===== src/rtl/sfir_pkg.sv =====
`default_nettype none
package sfir_pkg;

  localparam int MAX_TAPS     = 8;
  localparam int MAX_STEP     = 4096;
  localparam int COEFF_SLOTS  = 8;
  localparam int NUM_CELLS    = (MAX_TAPS < COEFF_SLOTS) ? MAX_TAPS : COEFF_SLOTS;
  localparam int STRIDE_LIMIT = 4096;
  localparam int STORE_DEPTH  = (MAX_TAPS - 1) * MAX_STEP + 1;
  localparam int ADDR_W       = $clog2(STORE_DEPTH);

  localparam int PIX_W       = 8;
  localparam int COEFF_W     = 16;
  localparam int PROD_W      = PIX_W + 1 + COEFF_W;
  localparam int ACC_W       = PROD_W + $clog2(NUM_CELLS);
  localparam int FRAC_BITS   = 12;

  localparam int TAP_CNT_W   = 4;
  localparam int DIM_W       = 13;
  localparam int STEP_W      = $clog2(MAX_STEP + 1);
  localparam int COEFF_REG_W = 32;
  localparam int CFG_DATA_W  = 32;
  localparam int CFG_IDX_W   = 3;
  localparam int COUNT_W     = 24;
  localparam int COL_W       = 12;
  localparam logic [COUNT_W-1:0] COUNT_MAX = {COUNT_W{1'b1}};

  typedef enum logic [CFG_IDX_W-1:0] {
    REG_TAP_COUNT,
    REG_SAMPLE_STEP,
    REG_LINE_STRIDE,
    REG_ACTIVE_WIDTH,
    REG_COEFF_01,
    REG_COEFF_23,
    REG_COEFF_45,
    REG_COEFF_67
  } cfg_reg_t;

  // control broadcast to every cell of the chain
  typedef struct packed {
    logic shift;
    logic clear;
    logic reduce;
  } cell_ctl_t;

endpackage
`default_nettype wire


===== src/rtl/sfir_cell.sv =====
`default_nettype none
module sfir_cell
  import sfir_pkg::*;
(
  input  wire logic                     clk,
  input  wire cell_ctl_t                ctl,
  input  wire logic                     active,
  input  wire logic signed [COEFF_W-1:0] coeff,
  input  wire logic [PIX_W-1:0]         sample_in,
  output      logic [PIX_W-1:0]         sample_out,
  input  wire logic signed [ACC_W-1:0]  acc_in,
  output      logic signed [ACC_W-1:0]  acc_out
);

  logic [PIX_W-1:0]         sample;
  logic signed [PROD_W-1:0] prod;
  logic signed [ACC_W-1:0]  acc;

  always_ff @(posedge clk) begin
    if (ctl.shift) begin
      sample <= sample_in;
    end
    // idle taps contribute nothing
    if (active) begin
      prod <= $signed({1'b0, sample}) * coeff;
    end else begin
      prod <= '0;
    end
    if (ctl.clear) begin
      acc <= '0;
    end else if (ctl.reduce) begin
      acc <= acc_in + ACC_W'(prod);
    end
  end

  assign sample_out = sample;
  assign acc_out    = acc;

endmodule
`default_nettype wire

===== config.mk =====
export PLATFORM = sky130hd
export DESIGN_NAME = sfir_cell
export DESIGN_NICKNAME = d
export VERILOG_FILES = /design/src/rtl/sfir_pkg.sv /design/src/rtl/sfir_cell.sv
export SDC_FILE = /design/constraint.sdc
export NUM_CORES = 1
export LEC_CHECK = 0
export BUFFER_PORTS_ARGS = -buffer_cell sky130_fd_sc_hd__buf_2
export CAP_MARGIN = 10
export CELL_PAD_IN_SITES_DETAIL_PLACEMENT = 0
export CELL_PAD_IN_SITES_GLOBAL_PLACEMENT = 2
export CORE_ASPECT_RATIO = 0.7
export CORE_MARGIN = 4
export CORE_UTILIZATION = 25
export CTS_CLUSTER_SIZE = 40
export DETAILED_ROUTE_END_ITERATION = 12
export PLACE_DENSITY_LB_ADDON = 0.25
export RECOVER_POWER = 25
export SYNTH_ARGS = -nofsm -noshare
export SYNTH_HDL_FRONTEND = slang
export SYNTH_SLANG_ARGS = --single-unit

===== constraint.sdc =====
create_clock -name clk -period 5.45 [get_ports clk]
set_input_delay 0.545 -clock clk [delete_from_list [all_inputs] [get_ports clk]]
set_output_delay 0.545 -clock clk [all_outputs]
set_load 0.01 [all_outputs]

After elaboration in Yosys (flattened, before gate mapping)
Cells that the tools add are included.
{ "word_totals": {"register_bits": 61, "input_bits": 57, "output_inout_bits": 36, "word_cells": 5} }
{ "classes": {"addsub": 1, "multipliers": 1} }
{ "ops": {"columns": ["cell", "n"], "rows": [
  ["28-bit by 25-bit adder with 28-bit output", 1],
  ["9-bit by 16-bit multiplier with 25-bit output", 1]
]} }

Depth between registers and ports, before layout
{ "logic_depth": {"ltp_word": 1, "depth_mapped": 19, "mapped_depth_nobuf": 18} }

Worst setup path before layout
No wires, ideal clock.
{ "synth_path": {"path_type": "reg-to-reg", "from": "register sample[2], in the netlist sample_out[2]", "to": "register prod[17]", "setup_time_ns": 0.115, "arrival_time_ns": 4.810, "t_required_ns": 5.335, "slack_ns": 0.525, "stages_incl_launch_ff": 18, "n_path_buf": 1, "period_less_slack_ns": 4.925, "cell_sequence": "edfxtp_1 clkbuf_1 nand2_1 fa_1 inv_1 fa_1 inv_1 fa_1 fa_1 inv_1 ha_1 a21o_1 a2bb2oi_2 a211oi_1 or4_4 o31a_1 xor2_1 and2_1"} }
{ "synth_between": {"elab_chain_len": 1} }
{ "synth_rtl": {"columns": ["element", "line_no", "rtl"], "rows": [
  ["start, declared", "sfir_cell.sv:15", "logic [PIX_W-1:0] sample;"],
  ["start signal, assigned", "sfir_cell.sv:21", "sample <= sample_in;"],
  ["9-bit by 16-bit multiplier with 25-bit output", "sfir_cell.sv:25", "prod <= $signed({1'b0, sample}) * coeff;"],
  ["end signal, assigned", "sfir_cell.sv:25", null],
  ["end, declared", "sfir_cell.sv:16", "logic signed [PROD_W-1:0] prod;"]
]} }
Every way passes these cells.
A chain may end at the register's enable or synchronous reset.

Final worst setup path
{ "layout_path": {"from": "register sample[3], in the netlist sample_out[3]", "to": "register prod[17]"} }
Same word-level chain as after synthesis.

==> summary.txt <==
CTS root buf -> clkbuf_16
Clk sinks -> 61
Tmin final -> 5.10 ns
DRC -> 0
Slew of the pin with the lowest slew margin -> 1.89 ns
Number of DRC markers in iteration 0 -> 385
# setup viols final -> 0
Critical path fanouts, max -> 10
Final setup skew -> 0.00827 ns
Hold path depth -> 1
CP endpoint kind -> flop
Number of synthesized register bits -> 61
Met2 Track Usage GR -> 21.2%
Core area -> 31400 um^2
Worst reg2reg endpoint -> prod[17]
Largest net degree at the start of global routing -> 34
CP most frequent cell -> fa_1
TNS Setup -> 0 ns
Post-synthesis sequential area ratio -> 16.3%
Distinct cells, synth -> 58
Worst EP required -> 5.68 ns
Top FF cell, synth -> dfxtp_1
Reg2reg start -> sample_out[3]
DR vias/cell -> 4.47
Global placement routability congestion -> 0.764
Asr flop ratio synth -> 0%
Syn-to-layout area delta -> 16.7%
IO buf count -> 92
PD cells -> 524 nW/um^2
HP Class -> input port to flop
Antenna violation net count after detailed routing -> 0
Worst path slowest cell -> edfxtp_1
Worst Path Arrival -> 5.34 ns
Mapped Nets -> 1144
Post-synth top area cell -> fa_1
Mapped cell area -> 7980 um^2
Final Max Slew Viols -> 34
Starting Density -> 25.5%
Die height -> 158 um
CTS max path bufs -> 2
Worst-case reg-to-reg path depth -> 16
Fin. Hold Viols -> 0
Peak VDD IR -> 0.000247 V
Drt first pass iters -> 5
Row cnt -> 54
Total track usage -> 13.1%
CTS tree -> done
Fmax -> 196 MHz
First-pass GRT wire length -> 36800 um
DR WL/cell -> 15.1 um
Hold Path Sink -> sample_out[0]
RSZ-0062 raised after global routing -> false
Vias -> 6377
Yosys warns -> 0
Hold_buf cts -> 0
Post-CTS Resized -> 0
Die area -> 34900 um^2
Die width -> 222 um
Synth top area share -> 25.8%
Clock Pin Slew Worst Setup and Hold Paths -> 0.06 ns
Worst Path Buf+Inv -> 3
Total wire length -> 21500 um
Commonest non-fill, non-tap cells in the layout -> inv_1, fa_1, and2_1
Worst-path cell chain -> buf_4 -> and2_1 -> fa_1 -> fa_1 -> fa_1 -> inv_1 -> fa_1 -> inv_1 -> ha_1 -> o21a_1 -> nor2_1 -> a211oi_1 -> or4_4 -> o31a_1 -> xor2_1 -> and2_1
CP delay by family, top -> adder cells
Hold Startpoint -> sample_in[0]
Critical path class -> flop to flop
Number of flops mapped to enable cells by yosys -> 8
Grt total ovfl -> 0
Post-route insts no fill -> 1427
Initial antenna violation count -> 4
Most common cell after layout, fill and taps aside -> inv_1
Lkg Pwr -> 4.63 nW
Placed Instances -> 1402
CP startpoint kind -> flop
Dominant cells by area after synthesis -> fa_1, dfxtp_1, ha_1
Filler Cell Count -> 3408
Layout cells sized above 1 -> 12.0%
Post-synthesis cell count -> 907
Mean Syn Cell Area -> 8.80 um^2
Final nets -> 1237
Met1 GRT Util -> 18.3%
Inserted Clock Buffers -> 9
Max-Cap Viols -> 1
Failing checks -> max-capacitance violations, max-slew violations
Met3 Usage GRT -> 2.68%
Final HPWL DP -> 17800 um
Top Usage Layer GRT -> met2
Clock Latency Late Sink -> 0.34 ns
Ports -> 93
Worst R2R Setup Slack -> 0.35 ns
CP max stage delay -> 0.56 ns
Vias in the first global route -> 7102
Htree depth -> 3
Max_slew headroom -> -26.0%
Status -> complete, but fails checks
Crit share post-route -> 93.6%
## state kept, by name, summed over array words and instances, names as in the netlist
register and flops:
sample_out 8, prod 25, acc_out 28
## power by group
group	internal [mW]	switching [mW]
logic	1.58	1.99
registers	0.609	0.0687
clock network	0.412	0.222
## metrics by stage
step                      hold WS [ns]  power (mW)  area [um^2]  utilization [%]  setup slack [ns]
after CTS                        0.357        4.97         9250             29.5             0.157
final                            0.379        4.88         9320             29.7             0.346
after detailed placement         0.443        4.30         8920             28.5             0.186
after floorplan                  0.483        3.46         7980                -             0.525
after global routing             0.366        5.54         9320             29.7            0.0480
after global placement           0.439        4.32         8920             28.5             0.246
## cells by family after synthesis
family,after synthesis,synth area share (%)
AOI/OAI and AO/OA,149,12.5
xor gates and xnor gates,43,4.72
adders and majority gates,180,37.9
buffers and inverters,181,8.62
DFF,61,16.3
muxes,14,1.76
and+or+nand+nor,279,18.3
## worst max-delay path by stage
stage	start	endpoint	depth (start not counted)
floorplan	sample_out[2]	prod[17]	17
global placement	sample_out[5]	prod[24]	17
detailed placement	sample_out[5]	prod[24]	17
CTS	sample_out[5]	prod[24]	17
global route	sample_out[3]	prod[17]	17
finish	sample_out[3]	prod[17]	16
## Yosys cell counts, drive strengths merged (21+ instances only)
cell    number
and2       100
a21o        22
fa         103
inv        157
dfxtp       53
xnor2       31
a21oi       33
o21ai       28
nor2        34
ha          77
nand2       86
clkbuf      21
## area by class of cell
class | instances | area [um^2] | share of cell area (%)
sequential | 61 | 1300 | 14.0
antenna | 2 | 5.00 | 0.0537
clock buffer | 10 | 239 | 2.56
tap | 420 | 526 | 5.64
inverter | 157 | 589 | 6.32
timing repair buffer | 106 | 578 | 6.20
multi-input combinational | 665 | 5990 | 64.3
clock inverter | 6 | 85.1 | 0.913
## routing by layer
layer  up-vias  share of wire [%]  wire [um]
met3        18                3.3        710
met5         -               0.13         27
met4         4                1.1        244
li1       3119                  -          -
met1      3168                 51      11000
met2        68                 44       9510
## timing repair
item                                    CTS  global route
setup buffers                             0             7
endpoints found under the setup margin    0             5
hold endpoints to repair                  0             0
Note: power is estimated with default switching activity, not from simulation.
